<file path="src/rtl/dtbox_pkg.sv">
package dtbox_pkg;

	// default size of the per-class threshold table
	localparam int MAX_CLASSES_DEF = 128;

	// hard cap on classes per detection, set by the 7-bit class fields
	localparam int CLASS_CAP = 128;

	// command codes on the input stream
	localparam logic [1:0] CMD_THR_WRITE = 2'd0;
	localparam logic [1:0] CMD_SCORE     = 2'd1;
	localparam logic [1:0] CMD_BOX       = 2'd2;

	// register indexes, byte address is four times the index
	localparam logic [1:0] REG_CLS_TOTAL  = 2'd0;
	localparam logic [1:0] REG_NET_WIDTH  = 2'd1;
	localparam logic [1:0] REG_NET_HEIGHT = 2'd2;

	// reset values of the registers
	localparam logic [7:0]  CLS_TOTAL_RST  = 8'd87;
	localparam logic [12:0] NET_WIDTH_RST  = 13'd640;
	localparam logic [12:0] NET_HEIGHT_RST = 13'd640;

	// queue depth between front and back
	localparam int QUEUE_DEPTH = 4;

	// operations carried through the queue
	typedef enum logic {
		OP_THR_WRITE = 1'b0,
		OP_BOX       = 1'b1
	} op_t;

	// register values seen by front and back
	typedef struct packed {
		logic [7:0]  cls_total;
		logic [12:0] net_width;
		logic [12:0] net_height;
	} cfg_t;

	// one queue entry: a threshold write or a finished detection
	typedef struct packed {
		op_t         op;
		logic [6:0]  cls;
		logic [15:0] val;
		logic        best_valid;
		logic [15:0] cx;
		logic [15:0] cy;
		logic [15:0] w;
		logic [15:0] h;
	} entry_t;

endpackage

</file>
<file path="src/rtl/dtbox_front.sv">
module dtbox_front #(
	parameter int MAX_CLASSES = dtbox_pkg::MAX_CLASSES_DEF
) (
	input  logic              clk,
	input  logic              arst_n,
	input  dtbox_pkg::cfg_t   cfg,
	input  logic              in_valid,
	input  logic [1:0]        in_command,
	input  logic [86:0]       in_data,
	input  logic              queue_full,
	output logic              in_ready,
	output logic              push,
	output dtbox_pkg::entry_t push_entry
);

	localparam int TBL_DEPTH =
		(MAX_CLASSES < dtbox_pkg::CLASS_CAP) ? MAX_CLASSES : dtbox_pkg::CLASS_CAP;
	localparam logic [7:0] LIMIT_CAP = 8'(TBL_DEPTH);

	logic [6:0]  class_index;
	logic [15:0] value;
	logic        take;
	logic [7:0]  limit;
	logic        score_take;

	logic [15:0] best_score_q;
	logic [6:0]  best_class_q;
	logic        best_valid_q;
	logic [7:0]  class_cnt_q;

	assign class_index = in_data[6:0];
	assign value       = in_data[22:7];

	assign in_ready = !queue_full;
	assign take     = in_valid && in_ready;

	// class limit for this detection
	assign limit      = (cfg.cls_total < LIMIT_CAP) ? cfg.cls_total : LIMIT_CAP;
	assign score_take = take && (in_command == dtbox_pkg::CMD_SCORE) && (class_cnt_q < limit);

	// threshold writes inside the table and every box item go to the back
	always_comb begin
		push                  = 1'b0;
		push_entry.op         = dtbox_pkg::OP_BOX;
		push_entry.cls        = best_class_q;
		push_entry.val        = best_score_q;
		push_entry.best_valid = best_valid_q;
		push_entry.cx         = in_data[38:23];
		push_entry.cy         = in_data[54:39];
		push_entry.w          = in_data[70:55];
		push_entry.h          = in_data[86:71];
		case (in_command)
			dtbox_pkg::CMD_THR_WRITE: begin
				push           = take && ({1'b0, class_index} < LIMIT_CAP);
				push_entry.op  = dtbox_pkg::OP_THR_WRITE;
				push_entry.cls = class_index;
				push_entry.val = value;
			end
			dtbox_pkg::CMD_BOX: begin
				push = take;
			end
			default: begin
				push = 1'b0;
			end
		endcase
	end

	// running argmax, strictly greater, cleared by each box item
	always_ff @(posedge clk or negedge arst_n) begin
		if (!arst_n) begin
			best_score_q <= '0;
			best_class_q <= '0;
			best_valid_q <= 1'b0;
			class_cnt_q  <= '0;
		end else if (take && (in_command == dtbox_pkg::CMD_BOX)) begin
			best_score_q <= '0;
			best_class_q <= '0;
			best_valid_q <= 1'b0;
			class_cnt_q  <= '0;
		end else if (score_take) begin
			if (value > best_score_q) begin
				best_score_q <= value;
				best_class_q <= class_cnt_q[6:0];
				best_valid_q <= 1'b1;
			end
			class_cnt_q <= class_cnt_q + 1'b1;
		end
	end

	// the counter never passes the table size, the best class stays below the count
	a_cnt_bound: assert property (@(posedge clk) disable iff (!arst_n)
		class_cnt_q <= LIMIT_CAP)
		else $error("class counter past table size");

	a_best_below_cnt: assert property (@(posedge clk) disable iff (!arst_n)
		best_valid_q |-> ({1'b0, best_class_q} < class_cnt_q))
		else $error("best class not yet counted");

endmodule

</file>
<file path="config.mk">
export PLATFORM = sky130hd
export DESIGN_NAME = dtbox_front
export DESIGN_NICKNAME = d
export VERILOG_FILES = /design/src/rtl/dtbox_pkg.sv /design/src/rtl/dtbox_front.sv
export SDC_FILE = /design/constraint.sdc
export NUM_CORES = 1
export LEC_CHECK = 0
export BUFFER_PORTS_ARGS = -buffer_cell sky130_fd_sc_hd__buf_4
export CAP_MARGIN = 10
export CORE_MARGIN = 2
export CORE_UTILIZATION = 41
export DETAILED_ROUTE_END_ITERATION = 16
export PLACE_DENSITY = 0.87
export SLEW_MARGIN = 20
export SYNTH_ARGS = -nofsm -noshare
export SYNTH_HDL_FRONTEND = slang
export SYNTH_SLANG_ARGS = --single-unit
</file>
<file path="constraint.sdc">
create_clock -name clk -period 3.1 [get_ports clk]
set_clock_uncertainty 0.2 [all_clocks]
set_input_delay 0.62 -clock clk [delete_from_list [all_inputs] [get_ports clk]]
set_output_delay 0.62 -clock clk [all_outputs]
set_load 0.05 [all_outputs]
</file>
==> impl_metrics.env <==
export IMPL_finalCriticalPeriod_ps=2900
export IMPL_synth_seq_area_share=0.284
export IMPL_kind_of_capture_point_of_the_worst_setup_path="flop"
export IMPL_worstSetupStartpointType="input port"
export IMPL_comb_pwr_share=0.458
export IMPL_synth_ff_latch_count=32
export IMPL_placement_io_buffers=63
export IMPL_post_cts_setup_buffer_count=0
export IMPL_number_of_global_route_vias_before_repair=2129
export IMPL_antenna_found_initial=0
export IMPL_critPathArrivalTime_ps=2890
export IMPL_die_h_um=86.9
export IMPL_htree_levels=2
export IMPL_final_util=0.446
export IMPL_numCtsBuffers=5
export IMPL_floorplan_die_area_sq_mm=0.00756
export IMPL_ys_types=35
export IMPL_final_cell_area_sq_mm=0.00299
export IMPL_cts_buffer_depth=2
export IMPL_final_fill_count=664
export IMPL_cts_resized=0
export IMPL_period_share=0.934
export IMPL_worst_ep_required_time_ps=3090
export IMPL_detail_route_wl_per_cell_um=13.8
export IMPL_global_route_usage_total=0.160
export IMPL_post_synthesis_net_count=486
export IMPL_placedCellCount=409
export IMPL_power_share_sequential=0.342
export IMPL_initial_utilization=0.420
export IMPL_maxSlewViolCount=0
export IMPL_clk_latency_ps=280
export IMPL_ant_nets=0
export IMPL_fp_dieW_um=86.9
export IMPL_drtPass1Iterations=4
export IMPL_cell_count_after_synthesis=335
export IMPL_vdd_drop_max_uv=183
export IMPL_tritoncts_clock_tree="done"
export IMPL_setup_viol_count_final=0
export IMPL_route_vias_total=2126
export IMPL_power_leakage_uw=0.00146
export IMPL_synth_area_leader_cell="dfrtp_1"
export IMPL_detail_route_vias_per_cell=5.10
export IMPL_total_detailed_routing_wirelength_um=5750
export IMPL_avgSynthCellArea_sq_um=8.42
export IMPL_finish_cell_count_without_fillers=417
export IMPL_ioPinCount=218
export IMPL_overflow=0
export IMPL_worst_hold_path_type="in -> async"
export IMPL_outcome="finished clean"
export IMPL_max_freq_mhz=345
export IMPL_routability_congestion_estimate=0.860
export IMPL_grt_first_pass_wirelength_um=9550
export IMPL_timing_slew_headroom=0.684
export IMPL_post_route_drc_count=0
export IMPL_placed_area_sq_mm=0.00290
export IMPL_critPathKind="in -> reg"
export IMPL_synth_cell_area_sq_mm=0.00282
export IMPL_synth_warning_count=0
export IMPL_totalNegativeSetupSlack_ps=0
export IMPL_p_per_area_mw_per_mm2=545
export IMPL_core_area_sq_mm=0.00672
export IMPL_p_sw_uw=681
export IMPL_postCtsHoldBufs=0
export IMPL_leading_cell_types_in_the_layout_fill_and_taps_excluded="buf_4, nand2_1, inv_1, dfrtp_1"
export IMPL_rsz_0062_raised_after_global_routing="false"
export IMPL_final_hold_violations=0
export IMPL_yosysTopAreaCellShare=0.284
export IMPL_timing_critical_path_fanout_max=8
export IMPL_syn_to_final_growth_pct=6.17
export IMPL_cts_reportedPaths_clkPinSlew_ps=70
export IMPL_clock_power_share=0.200
export IMPL_tightestPinTransition_ps=474
export IMPL_cts_sink_count=32
export IMPL_report_power_total_uw=1630
export IMPL_drtIter0Drc=82
export IMPL_insertedDiodeCount=0
export IMPL_grt_max_degree=33
export IMPL_finish_net_count=487
export IMPL_layout_commonest_cell="buf_4"
export IMPL_max_cap_viol_count=0
export IMPL_switching_share=0.418
export IMPL_clock_root_buffer="clkbuf_8"
export IMPL_core_rowCount=30
export IMPL_yosys_top_cells_area="dfrtp_1, buf_4, ha_1"
export IMPL_power_internal_uw=950
export IMPL_drive_gt1_frac=0.273
export IMPL_regToRegSetupSlack_ps=420
export IMPL_detail_placement_hpwl_um=4610
routing by layer:
layer  vias up  share of wire  GRT usage
li1       1027              -          -
met1      1008           0.39      0.176
met2        62           0.52      0.284
met3        29          0.058     0.0483
met4         0          0.028     0.0668
met5         -              0          0
kinds of logic (layout without fill, tap and decap cells):
logic type	count (synthesis)	count (layout)	synth area share
flip-flops	32	32	0.284
multiplexers	31	31	0.113
adder cells (fa/ha/maj)	24	24	0.106
AND/OR/NAND/NOR	85	85	0.131
buffers and inverters	116	118	0.249
XOR/XNOR	3	3	0.00932
AO/OA/AOI/OAI	44	44	0.107
registers in the layout, indices dropped and copies added, names as in the netlist:
| register | flops |
|---|---|
| best_class_q | 7 |
| best_score_q | 16 |
| best_valid_q | 1 |
| class_cnt_q | 8 |
through the flow:
stage / worst slack, ps / hold WS [ps]
after detailed placement: -24.6 / 300
after global placement: 107 / 264
final: 205 / 67.6
after CTS: 236 / 80.5
after global routing: 60.2 / 86.5
after floorplan: 106 / 124
critical path, stage by stage:
cell       delay [ps]
buf_4             110
inv_1             160
nand2_1            80
ha_1              310
a21oi_2           140
nor2_1             90
a2111oi_4         460
nand3_1           320
or3_1             410
a21oi_1           180
power by group through the flow:
stage / combinational [uW] / sequential [uW] / clock, uW
global route: 828 / 568 / 364
finish: 748 / 557 / 327
global placement: 729 / 561 / 0
detailed placement: 757 / 566 / 0
CTS: 759 / 558 / 340
floorplan: 767 / 548 / 0
cells in the mapped netlist:
master / n
clkbuf_1: 6
and2_1: 1
o21a_1: 2
o211ai_1: 2
nor3_1: 2
buf_8: 2
a21o_1: 3
nand2_1: 54
a221oi_4: 1
a21oi_2: 2
nand2_4: 1
dfrtp_1: 32
ha_1: 24
nand4_1: 5
mux2_2: 7
nor2_1: 11
o31ai_1: 1
o21ai_0: 19
o21ai_1: 1
nor2_4: 1
clkinv_1: 1
mux2i_1: 24
a21oi_1: 9
or2_1: 1
a211oi_1: 1
inv_1: 41
buf_1: 1
xnor2_1: 3
o31ai_2: 1
nand2_2: 1
a31oi_1: 1
or3_1: 2
nand3_1: 6
buf_4: 65
a2111oi_4: 1
worst paths after layout:
| kind | cells after the start | startpoint | end |
|---|---|---|---|
| min reg2reg | 1 | best_valid_q | best_valid_q |
| min | 1 | arst_n | best_score_q[8] |
| max in group asynchronous | 1 | arst_n | class_cnt_q[6] |
| max | 10 | cfg[33] | class_cnt_q[5] |
| max reg2reg | 7 | class_cnt_q[5] | class_cnt_q[5] |
| min in group clk | 1 | best_valid_q | best_valid_q |
cell type report:
| class | count | area, sq um | share of cell area |
|---|---|---|---|
| Multi-Input combinational cell | 187 | 1320 | 0.441 |
| Inverter | 42 | 158 | 0.0527 |
| Tap cell | 80 | 100 | 0.0334 |
| Timing Repair Buffer | 68 | 523 | 0.175 |
| Clock inverter | 2 | 10.0 | 0.00334 |
| Clock buffer | 6 | 82.6 | 0.0276 |
| Sequential cell | 32 | 801 | 0.267 |
Note: power is estimated with default switching activity, not from simulation.
