==> src/rtl/dtbox_pkg.sv <==
package dtbox_pkg;

	// default size of the per-class threshold table
	localparam int MAX_CLASSES_DEF = 128;

	// hard cap on classes per detection, set by the 7-bit class fields
	localparam int CLASS_CAP = 128;

	// command codes on the input stream
	localparam logic [1:0] CMD_THR_WRITE = 2'd0;
	localparam logic [1:0] CMD_SCORE     = 2'd1;
	localparam logic [1:0] CMD_BOX       = 2'd2;

	// register indexes, byte address is four times the index
	localparam logic [1:0] REG_CLS_TOTAL  = 2'd0;
	localparam logic [1:0] REG_NET_WIDTH  = 2'd1;
	localparam logic [1:0] REG_NET_HEIGHT = 2'd2;

	// reset values of the registers
	localparam logic [7:0]  CLS_TOTAL_RST  = 8'd87;
	localparam logic [12:0] NET_WIDTH_RST  = 13'd640;
	localparam logic [12:0] NET_HEIGHT_RST = 13'd640;

	// queue depth between front and back
	localparam int QUEUE_DEPTH = 4;

	// operations carried through the queue
	typedef enum logic {
		OP_THR_WRITE = 1'b0,
		OP_BOX       = 1'b1
	} op_t;

	// register values seen by front and back
	typedef struct packed {
		logic [7:0]  cls_total;
		logic [12:0] net_width;
		logic [12:0] net_height;
	} cfg_t;

	// one queue entry: a threshold write or a finished detection
	typedef struct packed {
		op_t         op;
		logic [6:0]  cls;
		logic [15:0] val;
		logic        best_valid;
		logic [15:0] cx;
		logic [15:0] cy;
		logic [15:0] w;
		logic [15:0] h;
	} entry_t;

endpackage

==> src/rtl/dtbox_queue.sv <==
module dtbox_queue (
	input  logic              clk,
	input  logic              arst_n,
	input  logic              push,
	input  dtbox_pkg::entry_t push_entry,
	output logic              full,
	input  logic              pop,
	output logic              head_valid,
	output dtbox_pkg::entry_t head
);

	localparam int DEPTH = dtbox_pkg::QUEUE_DEPTH;
	localparam int PW    = $clog2(DEPTH);
	localparam int CW    = $clog2(DEPTH + 1);

	dtbox_pkg::entry_t slot_q [DEPTH];
	logic [PW-1:0]     wr_ptr_q;
	logic [PW-1:0]     rd_ptr_q;
	logic [CW-1:0]     count_q;

	assign full       = (count_q == CW'(DEPTH));
	assign head_valid = (count_q != '0);
	assign head       = slot_q[rd_ptr_q];

	// storage
	always_ff @(posedge clk) begin
		if (push) begin
			slot_q[wr_ptr_q] <= push_entry;
		end
	end

	// pointers and fill count
	always_ff @(posedge clk or negedge arst_n) begin
		if (!arst_n) begin
			wr_ptr_q <= '0;
			rd_ptr_q <= '0;
			count_q  <= '0;
		end else begin
			if (push) begin
				wr_ptr_q <= (wr_ptr_q == PW'(DEPTH - 1)) ? '0 : wr_ptr_q + 1'b1;
			end
			if (pop) begin
				rd_ptr_q <= (rd_ptr_q == PW'(DEPTH - 1)) ? '0 : rd_ptr_q + 1'b1;
			end
			if (push && !pop) begin
				count_q <= count_q + 1'b1;
			end else if (pop && !push) begin
				count_q <= count_q - 1'b1;
			end
		end
	end

	// no overflow, no underflow
	a_no_overflow: assert property (@(posedge clk) disable iff (!arst_n)
		push |-> (count_q < CW'(DEPTH)))
		else $error("queue pushed while full");

	a_no_underflow: assert property (@(posedge clk) disable iff (!arst_n)
		pop |-> (count_q != '0))
		else $error("queue popped while empty");

endmodule

==> config.mk <==
export PLATFORM = sky130hd
export DESIGN_NAME = dtbox_queue
export DESIGN_NICKNAME = d
export VERILOG_FILES = /design/src/rtl/dtbox_pkg.sv /design/src/rtl/dtbox_queue.sv
export SDC_FILE = /design/constraint.sdc
export NUM_CORES = 1
export LEC_CHECK = 0
export BUFFER_PORTS_ARGS = -buffer_cell sky130_fd_sc_hd__buf_4
export CELL_PAD_IN_SITES_DETAIL_PLACEMENT = 1
export CELL_PAD_IN_SITES_GLOBAL_PLACEMENT = 2
export CORE_ASPECT_RATIO = 1.25
export CORE_MARGIN = 2
export CORE_UTILIZATION = 46
export CTS_CLUSTER_DIAMETER = 200
export DETAILED_ROUTE_END_ITERATION = 10
export PLACE_DENSITY_LB_ADDON = 0.1
export SLEW_MARGIN = 10
export SYNTH_ARGS = -nofsm -noshare
export SYNTH_HDL_FRONTEND = slang
export SYNTH_SLANG_ARGS = --single-unit
==> constraint.sdc <==
create_clock -name clk -period 4.82 [get_ports clk]
set_clock_uncertainty 0.1 [all_clocks]
set_input_delay 0.723 -clock clk [delete_from_list [all_inputs] [get_ports clk]]
set_output_delay 0.723 -clock clk [all_outputs]
set_load 0.1 [all_outputs]
==> metrics.md, run 1 <==
| Metric | Value |
|---|---|
| Initial antenna violation count | 3 |
| Sequential area share after synthesis | between 80% and 90% |
| ANT nets after route | 0 |
| Worst R2R Start | wr_ptr_q[0] |
| Fin cells | 1,105 |
| Synthesis-to-finish area growth | 22.42% |
| Syn nets | 602 |
| Worst setup startpoint | rd_ptr_q[0] |
| Worst-skew pair later-pin latency | 0.51 ns |
| Max frequency | 273.2 MHz |
| Met2 WL | 13.66 mm |
| Vias in the first global route | 6,710 |
| DRT Pass-1 Iters | 4 |
| Starting Density | 46.85% |
| Hold Path Depth | 1 |
| CP Cell Sequence | buf_4 > mux4_2 > buf_4 |
| Cells after DPL | 1,033 |
| Final hold vios | 0 |
| Dpl hpwl | 16.16 mm |
| Data required, critical path | 4.00 ns |
| Final Max Slew Viols | 0 |
| Ports | 184 |
| Net count, final | 818 |
| Initial DRC Count | 342 |
| CP Max Fanout | 48 |
| Critical path data arrival time | 2.84 ns |
| Post-synthesis cell area | 13,350 sq um |
| CP endpoint kind | output pin |
| CTS Sinks | 363 |
| Post-synth top area share | 80.09% |
| Slew @ Worst Pin | 0.9911 ns |
| Synth Warn # | 0 |
| Final Critical Period | 3.660 ns |
| Vias per cell | 5.403 |
| MaxCap Viol Count | 0 |
| Post-CTS setup buffer count | 0 |
| Crit-path max cell delay | 1.07 ns |
| Min-delay src | push_entry[14] |
| Max Used Layer | met4 |
| Dominant synthesized flop cell | edfxtp_1 |
| #FFs+latches synth | ~360 |
| Design Area, Final | between 15,000 and 20,000 sq um |
| Share of layout cells above drive strength 1 | around 47% |
| Hold/Removal Path Class | primary input to flop |
| M1 wire length | 10.46 mm |
| Slew headroom | 33.93% |
| R2R depth | 4 |
| DRC | 0 |
| CP top delay family | flip-flops |
| Area contributors post-synth | edfxtp_1 80%, mux4_2 15%, buf_12 1.3% |
| RSZ-0062 raised after global routing | false |
| Post-layout util | 57.36% |
| Buf+Inv Stages, Crit Path | 2 |
| Clk pin slew, worst setup/hold paths | 0.06 ns |
| Dpl cell area | 15,050 sq um |
| Final worst-path cycle share | 75.93% |
| Detailed Route WL | roughly 27 mm |
| Slowest cell on crit path | dfrtp_4 |
| Netlist cell types | 19 |
| CP dominant cell by count | buf_4 |
| CTS tree | yes |
| TNS Setup | 0 ns |
| Row cnt | 69 |
| Inserted Clock Buffers | 37 |
| RD Place Congestion | 0.7383 |
| Post-synth EDFFs | 356 |
| Filler cells | around 2,400 |
| Mean Syn Cell Area | about 27 sq um |
| GR Util All Layers | 18.06% |
| Setup Viol. Count Final | 0 |
| Root Driver | clkbuf_16 |
| Status | complete, no violations |
| Die Height | 194.5 um |
| Async set-or-reset flop fraction in the synthesized netlist | 1.928% |
| WS Path Type | flop to output pin |
| Routed vias | ~6,000 |
| WP depth | 3 |
| Core Area | 28,490 sq um |
| First-pass GRT wire length | 40.51 mm |
| Die footprint | 30,400 sq um |
| Pin count of the biggest net entering global routing | 50 |
| CTS Buffer Depth | 3 |
| Input/output buffers | 183 |
| Area leader, netlist | edfxtp_1 |
| Cells after Synth | 502 |
| Grt total ovfl | 0 |
| Clock H-tree levels | 2 |
| WL/cell | approximately 24 um |
| Met3 Wirelength | 1.914 mm |
| Crit start category | flop |
| Die W | 156.4 um |
worst reg2reg max path, stage by stage, from the launching register on:
cell	delay, ns
dfrtp_1	0.42
inv_1	0.11
ha_1	0.15
and2_4	0.65
buf_4	0.55
layout make-up:
cell class	instances	area [sq um]	area share, %
flip-flops and latches	363	10870	66.54
multi-input cells	115	2237	13.69
repair buffers	197	1494	9.142
clock buffers	44	1005	6.149
well taps	355	444.2	2.718
clock inverters	24	265.3	1.623
inverters	4	15.01	0.09188
diodes	3	7.507	0.04594
routing by layer:
layer | vias to the layer above | track usage [%]
met5 | - | 0
li1 | 2598 | -
met1 | 3154 | 23.07
met4 | 0 | 5.810
met3 | 43 | 5.418
met2 | 175 | 29.83
cell usage after synthesis (2+ instances only):
cell and number:
nor2_1 3, buf_12 9, buf_2 9, edfxtp_1 356, nand2_1 2, mux4_2 89, xor2_1 2, and2_1 4
dfrtp_1 7, ha_1 6, o21ai_0 2, inv_1 4, mux2_2 3
through the flow:
stage | worst slack (ns) | hold WS, ns
floorplan | 1.350 | 0.3274
global placement | 1.588 | 0.3693
detailed placement | 1.599 | 0.3981
CTS | 1.019 | 0.2678
global route | 0.8972 | 0.2710
finish | 1.160 | 0.2951
cells in the final DEF, fill, tap and decap left out:
cell	Yosys	final
inv_6	0	2
ha_1	6	6
mux4_2	89	89
dfrtp_4	0	2
buf_12	9	1
or3_1	1	1
xor2_1	2	2
clkbuf_16	0	39
inv_1	4	4
diode_2	0	3
o21ai_0	2	2
buf_4	0	195
nor2_1	3	3
clkinvlp_4	0	4
mux2_2	3	3
nand2_1	2	2
fa_1	1	1
edfxtp_1	356	356
xnor2_1	1	1
and2_4	0	4
clkinv_2	0	7
bufinv_16	0	5
dfrtp_1	7	5
clkinv_1	0	4
clkbuf_1	1	4
nor3b_1	1	1
dlygate4sd3_1	0	1
clkinv_4	0	2
clkbuf_8	0	1
repair_timing:
item,in CTS,in global routing
setup endpoints to repair,0,0
endpoints found under the hold margin,7,0
hold buffers,1,0
resized for setup,0,0
cells by family (layout without fill, tap and decap cells):
group	Yosys count	after routing	synth area share (%)
flops	363	363	81.40
mux	92	92	15.27
buf+inv	24	269	1.912
simple gates	11	11	0.4312
fa+ha+maj	7	7	0.7124
xor+xnor	3	3	0.1969
compound gates	2	2	0.07499
other cells	0	3	0
state kept, by name, indices dropped and copies added, names as in the netlist:
| register | cells |
|---|---|
| wr_ptr_q | 2 |
| slot_q | 356 |
| rd_ptr_q | 2 |
| count_q | 3 |
worst paths after layout:
| path | slack (ns) | to |
|---|---|---|
| min in group asynchronous | 0.46 | wr_ptr_q[1] |
| min reg2reg | 0.40 | count_q[2] |
| max reg2reg | 2.48 | slot_q[2][58] |
| max in group asynchronous | 4.02 | rd_ptr_q[0] |
| max | 1.16 | head[74] |
| min | 0.30 | slot_q[2][14] |
Power of run 1 is not shown: default switching activity piles up to over one toggle a cycle in this logic, so the estimate is an artifact.
==> run 2, diff against run 1 <==
- CORE_UTILIZATION: 46 -> 45
- clock period: 4.82 -> 3.5 ns (I/O delays scaled with it)
==> metrics.md, run 2 (synthesized netlist as in run 1, its figures left out) <==
| Metric | Value |
|---|---|
| Hold worst-path end | slot_q[1][4] |
| MaxCap Viol Count | 0 (unchanged) |
| Max frequency | 323.8 MHz |
| Status | complete, no violations |
| Die Height | 196.6 um (+1.1%) |
| Vias in the first global route | 6,878 (+2.5%) |
| R2R depth | 4 (unchanged) |
| Dpl ws | 0.9088 ns (-0.6897 ns) |
| Critical path data arrival time | 2.46 ns (-0.38 ns) |
| Clk pin slew, worst setup/hold paths | 0.06 ns (about the same) |
| Synthesis-to-finish area growth | 22.71% |
| Setup Viol. Count Final | 0 (unchanged) |
| Buf+Inv Stages, Crit Path | 2 (unchanged) |
| Detailed Route WL | 26.45 mm (-0.78%) |
| Most flop-heavy register | slot_q |
| Pin count of the biggest net entering global routing | 85 (+70%) |
| Die footprint | 31,060 sq um (+2.2%) |
| Commonest non-fill, non-tap cell in the layout | edfxtp_1 |
| Dpl hpwl | 15.96 mm (-1.3%) |
| Share of layout cells above drive strength 1 | 46.11% (-1.3 points) |
| ANT nets after route | 0 (unchanged) |
| CTS Sinks | 363 (unchanged) |
| R2R Setup Slk | 1.56 ns (-0.92 ns) |
| Vias per cell | 5.208 (-3.6%) |
| CP Cell Sequence | buf_12 > mux4_2 > buf_4 |
| Final Critical Period | 3.088 ns |
| Input/output buffers | 183 (unchanged) |
| DRC | 0 (unchanged) |
| Final worst-path cycle share | 88.23% |
| TNS Setup | 0 ns (unchanged) |
| Core Area | 29,250 sq um (+2.7%) |
| CP top delay family | flip-flops |
| RSZ-0062 raised after global routing | false |
| Filler cells | 2,591 (+7.1%) |
| Row cnt | 70 (+1.4%) |
| Net count, final | 817 (-0.12%) |
| Starting Density | 45.63% (-1.2 points) |
| Crit-path max cell delay | 0.97 ns (-0.10 ns) |
| RD Place Congestion | 0.6989 (-5.3%) |
| DRT Pass-1 Iters | 4 (unchanged) |
| Root Driver | clkbuf_16 |
| Hold Path Depth | 1 (unchanged) |
| CTS tree | yes |
| Die W | 158.0 um (+1.1%) |
| Final Max Slew Viols | 0 (unchanged) |
| Top Registers | slot_q x356, count_q x3 |
| WL/cell | 23.14 um (-4.1%) |
| Worst R2R Start | wr_ptr_q[0] |
| Initial DRC Count | 366 (+7.0%) |
| Final hold vios | 0 (unchanged) |
| Routed vias | 5,953 (-0.28%) |
| Slowest cell on crit path | dfrtp_4 |
| Largest register FFs | 356 (unchanged) |
| Min-delay src | push_entry[4] |
| Slew headroom | 43.11% (+9.2 points) |
| GR Util All Layers | 17.50% (-0.56 points) |
| PostCTS Resize Cnt | 0 (unchanged) |
| Post-layout util | 55.99% (-1.4 points) |
| Commonest non-fill, non-tap cells in the layout | 356 x edfxtp_1, 188 x buf_4, 89 x mux4_2, 39 x clkbuf_16, 9 x clkbuf_1 |
| WS Path Type | flop to output pin |
| Crit Reg-Reg Endpoint | slot_q[0][65] |
| Ports | 184 (unchanged) |
| Clock H-tree levels | 2 (unchanged) |
| Inserted Clock Buffers | 37 (unchanged) |
| Worst Setup Slack, final | 0.4120 ns (-0.7481 ns) |
| Hold/Removal Path Class | primary input to flop |
| CTS Buffer Depth | 3 (unchanged) |
| Data required, critical path | 2.87 ns (-1.13 ns) |
| CP endpoint kind | output pin |
| Initial antenna violation count | 1 (-2) |
| Crit start category | flop |
| First-pass GRT wire length | 40.05 mm (-1.1%) |
| CP Max Fanout | 54 (+13%) |
| Worst-skew pair later-pin latency | 0.52 ns (about the same) |
| Slew @ Worst Pin | 0.8534 ns (-0.1376 ns) |
| Grt total ovfl | 0 (unchanged) |
-- run 2: cell count changes in the layout (fill, tap and decap cells not counted) --
cell and change:
buf_4 -7, buf_12 +6, clkbuf_1 +5, clkinv_1 +4, clkinv_2 -4, bufinv_16 -3
clkbuf_8 +3, clkinvlp_4 -3, diode_2 -2, clkinv_4 -1, inv_6 -1
-- run 2: repair_timing --
item / 4_1_cts / 5_1_grt
hold endpoints to repair: 7 / 0
hold buffers: 1 / 0
buffers inserted: 0 / 0
-- run 2: area by class of cell --
| type | instances | area (sq um) | share of cell area, % |
|---|---|---|---|
| antenna | 1 | 2.502 | 0.01528 |
| timing repair buffer | 196 | 1562 | 9.533 |
| clock inverter | 16 | 130.1 | 0.7944 |
| sequential | 363 | 10870 | 66.38 |
| multi-input combinational | 115 | 2237 | 13.66 |
| inverter | 4 | 15.01 | 0.09167 |
| clock buffer | 52 | 1065 | 6.501 |
| tap | 396 | 495.5 | 3.025 |
-- run 2: stage by stage --
stage                     cell area [sq um]  std cells  hold WS (ns)
final                                 16380       1143        0.1029
after detailed placement              15170       1073        0.2526
after floorplan                       13350        502        0.1294
after global placement                15170       1073        0.2510
after CTS                             16380       1142       0.07351
after global routing                  16380       1142       0.08461
-- run 2: worst max-delay path by stage --
stage / start / endpoint / slack [ns] / cells past startpoint
3_5_place_dp: rd_ptr_q[1] / head[46] / 0.91 / 3
6_report: rd_ptr_q[1] / head[46] / 0.41 / 3
3_3_place_gp: rd_ptr_q[1] / head[53] / 0.90 / 3
4_1_cts: rd_ptr_q[0] / head[7] / 0.36 / 3
2_1_floorplan: count_q[0] / full / 0.23 / 1
5_1_grt: rd_ptr_q[0] / head[7] / 0.29 / 3
-- run 2: routing by layer --
metal / vias up / routed length, um / global-route usage, %
li1: 2594 / - / -
met1: 3149 / 10450 / 21.64
met2: 159 / 13580 / 29.66
met3: 51 / 1700 / 5.013
met4: 0 / 731 / 5.939
met5: - / 0 / 0
Power of run 2 is left out for the same reason.
