<file path="src/rtl/dtbox_pkg.sv">
package dtbox_pkg;

	// default size of the per-class threshold table
	localparam int MAX_CLASSES_DEF = 128;

	// hard cap on classes per detection, set by the 7-bit class fields
	localparam int CLASS_CAP = 128;

	// command codes on the input stream
	localparam logic [1:0] CMD_THR_WRITE = 2'd0;
	localparam logic [1:0] CMD_SCORE     = 2'd1;
	localparam logic [1:0] CMD_BOX       = 2'd2;

	// register indexes, byte address is four times the index
	localparam logic [1:0] REG_CLS_TOTAL  = 2'd0;
	localparam logic [1:0] REG_NET_WIDTH  = 2'd1;
	localparam logic [1:0] REG_NET_HEIGHT = 2'd2;

	// reset values of the registers
	localparam logic [7:0]  CLS_TOTAL_RST  = 8'd87;
	localparam logic [12:0] NET_WIDTH_RST  = 13'd640;
	localparam logic [12:0] NET_HEIGHT_RST = 13'd640;

	// queue depth between front and back
	localparam int QUEUE_DEPTH = 4;

	// operations carried through the queue
	typedef enum logic {
		OP_THR_WRITE = 1'b0,
		OP_BOX       = 1'b1
	} op_t;

	// register values seen by front and back
	typedef struct packed {
		logic [7:0]  cls_total;
		logic [12:0] net_width;
		logic [12:0] net_height;
	} cfg_t;

	// one queue entry: a threshold write or a finished detection
	typedef struct packed {
		op_t         op;
		logic [6:0]  cls;
		logic [15:0] val;
		logic        best_valid;
		logic [15:0] cx;
		logic [15:0] cy;
		logic [15:0] w;
		logic [15:0] h;
	} entry_t;

endpackage

</file>
<file path="src/rtl/dtbox_ram.sv">
module dtbox_ram #(
	parameter int WIDTH = 16,
	parameter int DEPTH = 128
) (
	input  logic                     clk,
	input  logic                     we,
	input  logic [$clog2(DEPTH)-1:0] waddr,
	input  logic [WIDTH-1:0]         wdata,
	input  logic                     re,
	input  logic [$clog2(DEPTH)-1:0] raddr,
	output logic [WIDTH-1:0]         rdata
);

	logic [WIDTH-1:0] mem_q [DEPTH];

	// one write port, one registered read port
	always_ff @(posedge clk) begin
		if (we) begin
			mem_q[waddr] <= wdata;
		end
		if (re) begin
			rdata <= mem_q[raddr];
		end
	end

endmodule

</file>
<file path="src/rtl/dtbox_back.sv">
module dtbox_back #(
	parameter int MAX_CLASSES = dtbox_pkg::MAX_CLASSES_DEF
) (
	input  logic              clk,
	input  logic              arst_n,
	input  dtbox_pkg::cfg_t   cfg,
	input  logic              head_valid,
	input  dtbox_pkg::entry_t head,
	output logic              pop,
	output logic              out_valid,
	input  logic              out_ready,
	output logic [95:0]       out_data
);

	localparam int TBL_DEPTH =
		(MAX_CLASSES < dtbox_pkg::CLASS_CAP) ? MAX_CLASSES : dtbox_pkg::CLASS_CAP;
	localparam int AW = (TBL_DEPTH > 1) ? $clog2(TBL_DEPTH) : 1;

	logic              en;
	logic              thr_we;
	logic [AW-1:0]     taddr;
	logic [15:0]       thr_rdata;
	logic [TBL_DEPTH-1:0] tvld_q;

	// stage 1: entry popped, threshold read under way
	logic              v_s1;
	logic [6:0]        cls_s1;
	logic [15:0]       score_s1;
	logic              bv_s1;
	logic              tv_s1;
	logic [15:0]       cx_s1, cy_s1, w_s1, h_s1;

	// stage 2: pass decision and products
	logic              v_s2;
	logic [6:0]        cls_s2;
	logic [15:0]       score_s2;
	logic signed [31:0] lprod_s2, tprod_s2;
	logic [28:0]       wprod_s2, hprod_s2;

	// stage 3: rounded edges and extents
	logic              v_s3;
	logic [6:0]        cls_s3;
	logic [15:0]       score_s3;
	logic signed [18:0] left_s3, top_s3;
	logic [17:0]       wsc_s3, hsc_s3;

	// output register
	logic              out_valid_q;
	logic [95:0]       out_data_q;

	logic [15:0]       thr_eff;
	logic              pass;
	logic signed [17:0] ldiff, tdiff;
	logic signed [31:0] lsum, tsum;
	logic [29:0]       wsum, hsum;
	logic signed [19:0] wroom, hroom, wr, hr;
	logic [16:0]       wout, hout;

	// whole back end moves unless a result waits untaken
	assign en  = !(out_valid_q && !out_ready);
	assign pop = en && head_valid;

	assign thr_we = pop && (head.op == dtbox_pkg::OP_THR_WRITE);
	assign taddr  = head.cls[AW-1:0];

	dtbox_ram #(
		.WIDTH(16),
		.DEPTH(TBL_DEPTH)
	) u_thr_ram (
		.clk   (clk),
		.we    (thr_we),
		.waddr (taddr),
		.wdata (head.val),
		.re    (en),
		.raddr (taddr),
		.rdata (thr_rdata)
	);

	// written marks, an unwritten entry reads as zero
	always_ff @(posedge clk or negedge arst_n) begin
		if (!arst_n) begin
			tvld_q <= '0;
			tv_s1  <= 1'b0;
		end else begin
			if (thr_we) begin
				tvld_q[taddr] <= 1'b1;
			end
			if (en) begin
				tv_s1 <= tvld_q[taddr];
			end
		end
	end

	// stage valids
	always_ff @(posedge clk or negedge arst_n) begin
		if (!arst_n) begin
			v_s1        <= 1'b0;
			v_s2        <= 1'b0;
			v_s3        <= 1'b0;
			out_valid_q <= 1'b0;
		end else if (en) begin
			v_s1        <= pop && (head.op == dtbox_pkg::OP_BOX);
			v_s2        <= v_s1 && pass;
			v_s3        <= v_s2;
			out_valid_q <= v_s3;
		end
	end

	// threshold test and scaling products
	assign thr_eff = tv_s1 ? thr_rdata : 16'd0;
	assign pass    = bv_s1 && (score_s1 > thr_eff);
	assign ldiff   = $signed({1'b0, cx_s1, 1'b0}) - $signed({2'b00, w_s1});
	assign tdiff   = $signed({1'b0, cy_s1, 1'b0}) - $signed({2'b00, h_s1});

	// edge rounding, ties up, and extent rounding
	assign lsum = lprod_s2 + 32'sd4096;
	assign tsum = tprod_s2 + 32'sd4096;
	assign wsum = {1'b0, wprod_s2} + 30'd2048;
	assign hsum = {1'b0, hprod_s2} + 30'd2048;

	// room left to the right and bottom edges, then clamp
	assign wroom = $signed({3'b000, cfg.net_width, 4'b0000}) - 20'(left_s3);
	assign hroom = $signed({3'b000, cfg.net_height, 4'b0000}) - 20'(top_s3);
	assign wr    = ($signed({2'b00, wsc_s3}) < wroom) ? $signed({2'b00, wsc_s3}) : wroom;
	assign hr    = ($signed({2'b00, hsc_s3}) < hroom) ? $signed({2'b00, hsc_s3}) : hroom;
	assign wout  = wr[19] ? 17'd0 : wr[16:0];
	assign hout  = hr[19] ? 17'd0 : hr[16:0];

	// payload registers
	always_ff @(posedge clk) begin
		if (en) begin
			cls_s1   <= head.cls;
			score_s1 <= head.val;
			bv_s1    <= head.best_valid;
			cx_s1    <= head.cx;
			cy_s1    <= head.cy;
			w_s1     <= head.w;
			h_s1     <= head.h;

			cls_s2   <= cls_s1;
			score_s2 <= score_s1;
			lprod_s2 <= 32'(ldiff * $signed({1'b0, cfg.net_width}));
			tprod_s2 <= 32'(tdiff * $signed({1'b0, cfg.net_height}));
			wprod_s2 <= w_s1 * cfg.net_width;
			hprod_s2 <= h_s1 * cfg.net_height;

			cls_s3   <= cls_s2;
			score_s3 <= score_s2;
			left_s3  <= lsum[31:13];
			top_s3   <= tsum[31:13];
			wsc_s3   <= wsum[29:12];
			hsc_s3   <= hsum[29:12];

			out_data_q <= {3'b000, hout, wout, top_s3[17:0], left_s3[17:0],
				score_s3, cls_s3};
		end
	end

	assign out_valid = out_valid_q;
	assign out_data  = out_data_q;

	// a stalled pipeline loses nothing
	a_s3_hold: assert property (@(posedge clk) disable iff (!arst_n)
		(v_s3 && !en) |=> v_s3)
		else $error("stage three dropped under stall");

	a_no_pop_stalled: assert property (@(posedge clk) disable iff (!arst_n)
		!en |-> !pop)
		else $error("entry popped while output stalled");

endmodule

</file>
<file path="config.mk">
export PLATFORM = sky130hd
export DESIGN_NAME = dtbox_back
export DESIGN_NICKNAME = d
export VERILOG_FILES = /design/src/rtl/dtbox_pkg.sv /design/src/rtl/dtbox_ram.sv /design/src/rtl/dtbox_back.sv
export SDC_FILE = /design/constraint.sdc
export NUM_CORES = 2
export LEC_CHECK = 0
export ABC_AREA = 1
export BUFFER_PORTS_ARGS = -buffer_cell sky130_fd_sc_hd__buf_2
export CAP_MARGIN = 20
export CELL_PAD_IN_SITES_DETAIL_PLACEMENT = 1
export CELL_PAD_IN_SITES_GLOBAL_PLACEMENT = 1
export CORE_AREA = 2 2 359 716
export CTS_CLUSTER_DIAMETER = 80
export DETAILED_ROUTE_END_ITERATION = 10
export DIE_AREA = 0 0 361 718
export PLACE_DENSITY = 0.86
export SLEW_MARGIN = 20
export SYNTH_ARGS = -nofsm -noshare
export SYNTH_HDL_FRONTEND = slang
export SYNTH_SLANG_ARGS = --single-unit
</file>
<file path="constraint.sdc">
create_clock -name clk -period 14.3 [get_ports clk]
set_input_delay 0 -clock clk [delete_from_list [all_inputs] [get_ports clk]]
set_output_delay 0 -clock clk [all_outputs]
set_load 0.01 [all_outputs]
</file>
==> qor.yml <==
status: "finished, final reports clean"
clock_root_buffer: "sky130_fd_sc_hd__clkbuf_16"
slowest_stage: "sky130_fd_sc_hd__edfxtp_1"
ff2ff_setup_slack_ps: 5150
number_of_enable_flip_flop_cells_after_synthesis: 2441
number_of_buffers_inserted_by_port_buffering: 213
whs_ps: 54.31
dp_hpwl_um: 339100
yosys-top-cells-area: "sky130_fd_sc_hd__edfxtp_1 53%, sky130_fd_sc_hd__nand2_1 12%, sky130_fd_sc_hd__fa_1 11%"
stdcell_count: 17460
area.growth.synth_to_final_pct: 10.17
dieArea_um2: 259200
ys.warnings.count: 0
num_io_pins: 225
timing_worst_slew_pin_value_ps: 1237
worstPathMaxFanout: 14
hold_path_end: "u_thr_ram.mem_q[94][6]"
post-route-min-period_ps: 9153
timing.critical_path.mode_cell: "sky130_fd_sc_hd__fa_1"
cts_made_buffers: 228
cells_after_synthesis: 13590
setup_viol_count_final: 0
endpoint_type_of_the_worst_setup_path: "flip-flop"
std_cell_rows: 262
fp.dieW_um: 361
core_region_area_um2: 254100
setup.worst_path.start_class: "flip-flop"
grt_antenna_before_repair: 52
final-max-slew-violation-count: 0
critical_path_required_ps: 14910
worst_r2r_startpoint: "w_s1[15]"
fillCellCount: 27170
syn_avg_cell_area_um2: 10.21
maxClockFrequency_mhz: 109.3
netlist.area_leader.share: 0.5284
stdcell_area_um2: 152800
hold_viol_final: 0
post_route_cells_drive_above_1_share: 0.06899
setup_repair_after_global_routing_missed_its_margin: "false"
fin_crit_sh: 0.6401
detail_route.wl_per_cell_um: 29.76
routed-via-count: 107600
die_height_um: 718
data_arrival_time_of_the_critical_path_ps: 9760
cts_tree: "yes"
ctsHtreeMaxLevel: 4
place.detailed.instances: 16840
routed_via_density: 6.163
first_global_vias: 120100
crit_chain: "inv_1 > ha_1 > nor2_1 > o21ai_0 > a21oi_1 > nand3_1 > nor2_1 > inv_1 > fa_1 > fa_1 > inv_1 > fa_1 > fa_1 > fa_1 > inv_1 > fa_1 > inv_1 > ha_1 > a21oi_1 > a21boi_0 > o21ai_0 > a21oi_1 > nand2_1 > xor2_1"
min-delay-start: "head[71]"
mostFrequentLayoutCells: "4557 x sky130_fd_sc_hd__nand2_1, 2441 x sky130_fd_sc_hd__edfxtp_1, 1655 x sky130_fd_sc_hd__inv_1"
postSynth.asyncResetShare: 0.05167
clock_path_buffers: 4
clkSlewWorstSetupHoldPaths_ps: 70
drv.max_cap_violation_count: 0
critical_path.max_stage_delay_ps: 870
ctsHoldBuffers: 160
floorplan.initialDensity: 0.5460
detail_route.iter0.violations: 10560
yosysTopAreaCell: "sky130_fd_sc_hd__edfxtp_1"
global_route_wire_length_before_repair_um: 761100
reg2reg_to: "lprod_s2[24]"
placed_area_um2: 143600
hold_depth: 2
critPathKind: "reg -> reg"
cts.sink_count: 2574
mostFrequentLayoutCell: "sky130_fd_sc_hd__nand2_1"
ff2ff_path_depth: 24
synthesis.area_um2: 138700
antenna_violating_nets_post_route: 0
drt_pass1_iterations: 8
min-delay-path-class: "in -> reg"
slew_headroom: 0.1667
synth.distinct_cells: 56
ys_dominant_reg_cell: "sky130_fd_sc_hd__edfxtp_1"
gr-total-overflow: 0
worst_clk_skew_ps: 79.32
wl_um: 519500
fin_nets: 15220
worstSkewPairLatency_ps: 940
synth_sequential_area_ratio: 0.5524
ys_seq_elements: 2574
global_route.usage.total: 0.4015
routabilityCongestion: 0.9726
cts_resized: 0
grt_max_degree: 155
setup_total_negative_slack_ps: 0
drc_errors: 0
post_cts_setup_buffer_count: 0
-- registers in the layout (all words and copies together) (netlist names), 18 cells and up --
register,cells
lprod_s2,20
top_s3,19
wsc_s3,18
tprod_s2,20
wprod_s2,18
out_data,93
tvld_q,128
left_s3,19
hsc_s3,18
hprod_s2,18
u_thr_ram.mem_q,2048
-- per-stage QoR --
stage,worst slack (ps),util
global placement,5557,0.5653
global route,4874,0.6012
detailed placement,5237,0.5653
finish,5147,0.6016
CTS,5222,0.6010
floorplan,5286,-
-- worst max-delay path by stage --
| stage | slack (ps) | start | end |
|---|---|---|---|
| floorplan | 5290 | out_valid | v_s2 |
| detailed placement | 5240 | w_s1[15] | lprod_s2[24] |
| global placement | 5560 | w_s1[15] | lprod_s2[30] |
| CTS | 5220 | w_s1[15] | lprod_s2[24] |
| finish | 5150 | w_s1[15] | lprod_s2[24] |
| global route | 4870 | w_s1[15] | lprod_s2[30] |
-- Yosys cell counts (11+ instances only) --
| cell type | count |
|---|---|
| sky130_fd_sc_hd__inv_1 | 1656 |
| sky130_fd_sc_hd__clkinv_1 | 11 |
| sky130_fd_sc_hd__o21ai_1 | 116 |
| sky130_fd_sc_hd__nand2_1 | 4557 |
| sky130_fd_sc_hd__o21ai_0 | 409 |
| sky130_fd_sc_hd__nor3_1 | 53 |
| sky130_fd_sc_hd__o211ai_1 | 14 |
| sky130_fd_sc_hd__nor2_1 | 815 |
| sky130_fd_sc_hd__nand3b_1 | 25 |
| sky130_fd_sc_hd__xnor2_1 | 42 |
| sky130_fd_sc_hd__a31oi_1 | 15 |
| sky130_fd_sc_hd__buf_4 | 37 |
| sky130_fd_sc_hd__nand3_1 | 274 |
| sky130_fd_sc_hd__o21a_1 | 12 |
| sky130_fd_sc_hd__or2_2 | 107 |
| sky130_fd_sc_hd__a21o_1 | 26 |
| sky130_fd_sc_hd__buf_6 | 18 |
| sky130_fd_sc_hd__buf_1 | 35 |
| sky130_fd_sc_hd__o22ai_1 | 40 |
| sky130_fd_sc_hd__a21oi_1 | 741 |
| sky130_fd_sc_hd__buf_2 | 237 |
| sky130_fd_sc_hd__xor2_1 | 120 |
| sky130_fd_sc_hd__dfrtp_1 | 133 |
| sky130_fd_sc_hd__nor4_1 | 14 |
| sky130_fd_sc_hd__edfxtp_1 | 2441 |
| sky130_fd_sc_hd__nand4_1 | 82 |
| sky130_fd_sc_hd__ha_1 | 406 |
| sky130_fd_sc_hd__a21boi_0 | 13 |
| sky130_fd_sc_hd__clkbuf_1 | 211 |
| sky130_fd_sc_hd__or2_1 | 61 |
| sky130_fd_sc_hd__a22oi_1 | 36 |
| sky130_fd_sc_hd__fa_1 | 754 |
| sky130_fd_sc_hd__o21bai_1 | 17 |
| sky130_fd_sc_hd__inv_2 | 15 |
-- worst max-delay path: cells and delay by family (launching register included) --
kind	cells	cell delay, ps
DFF	1	870
AOI/OAI and AO/OA	6	1580
adders and majority gates	8	3850
buffers and inverters	5	730
xor gates and xnor gates	1	150
and+or+nand+nor	4	1680
-- per-layer routing --
metal	wire (µm)	up-vias	track usage
li1	-	44620	-
met1	154100	53350	0.3857
met2	260200	6818	0.6910
met3	43830	2763	0.09052
met4	61240	28	0.4050
met5	183	-	0
-- layout make-up --
| cell class | instances | area [µm²] | share of cell area |
|---|---|---|---|
| timing repair buffer | 651 | 4945 | 0.03235 |
| multi-input combinational | 8796 | 53210 | 0.3482 |
| antenna | 38 | 95.09 | 0.0006222 |
| sequential | 2574 | 76630 | 0.5014 |
| clock buffer | 289 | 6127 | 0.04009 |
| clock inverter | 125 | 1321 | 0.008645 |
| tap | 3300 | 4129 | 0.02702 |
| inverter | 1684 | 6372 | 0.04170 |
-- kinds of logic (layout without fill, tap and decap cells) --
kind of cell	after synthesis	in the layout	share of synthesized area
AND/OR/NAND/NOR	6016	6016	0.1721
flip-flops	2574	2574	0.5524
buffers and inverters	2223	2749	0.06438
AO/OA/AOI/OAI	1455	1455	0.05548
adder cells (fa/ha/maj)	1160	1160	0.1454
XOR/XNOR	162	162	0.01023
other	1	41	0.00002703
Power is not shown: default switching activity piles up to over one toggle a cycle in this logic, so the estimate is an artifact.
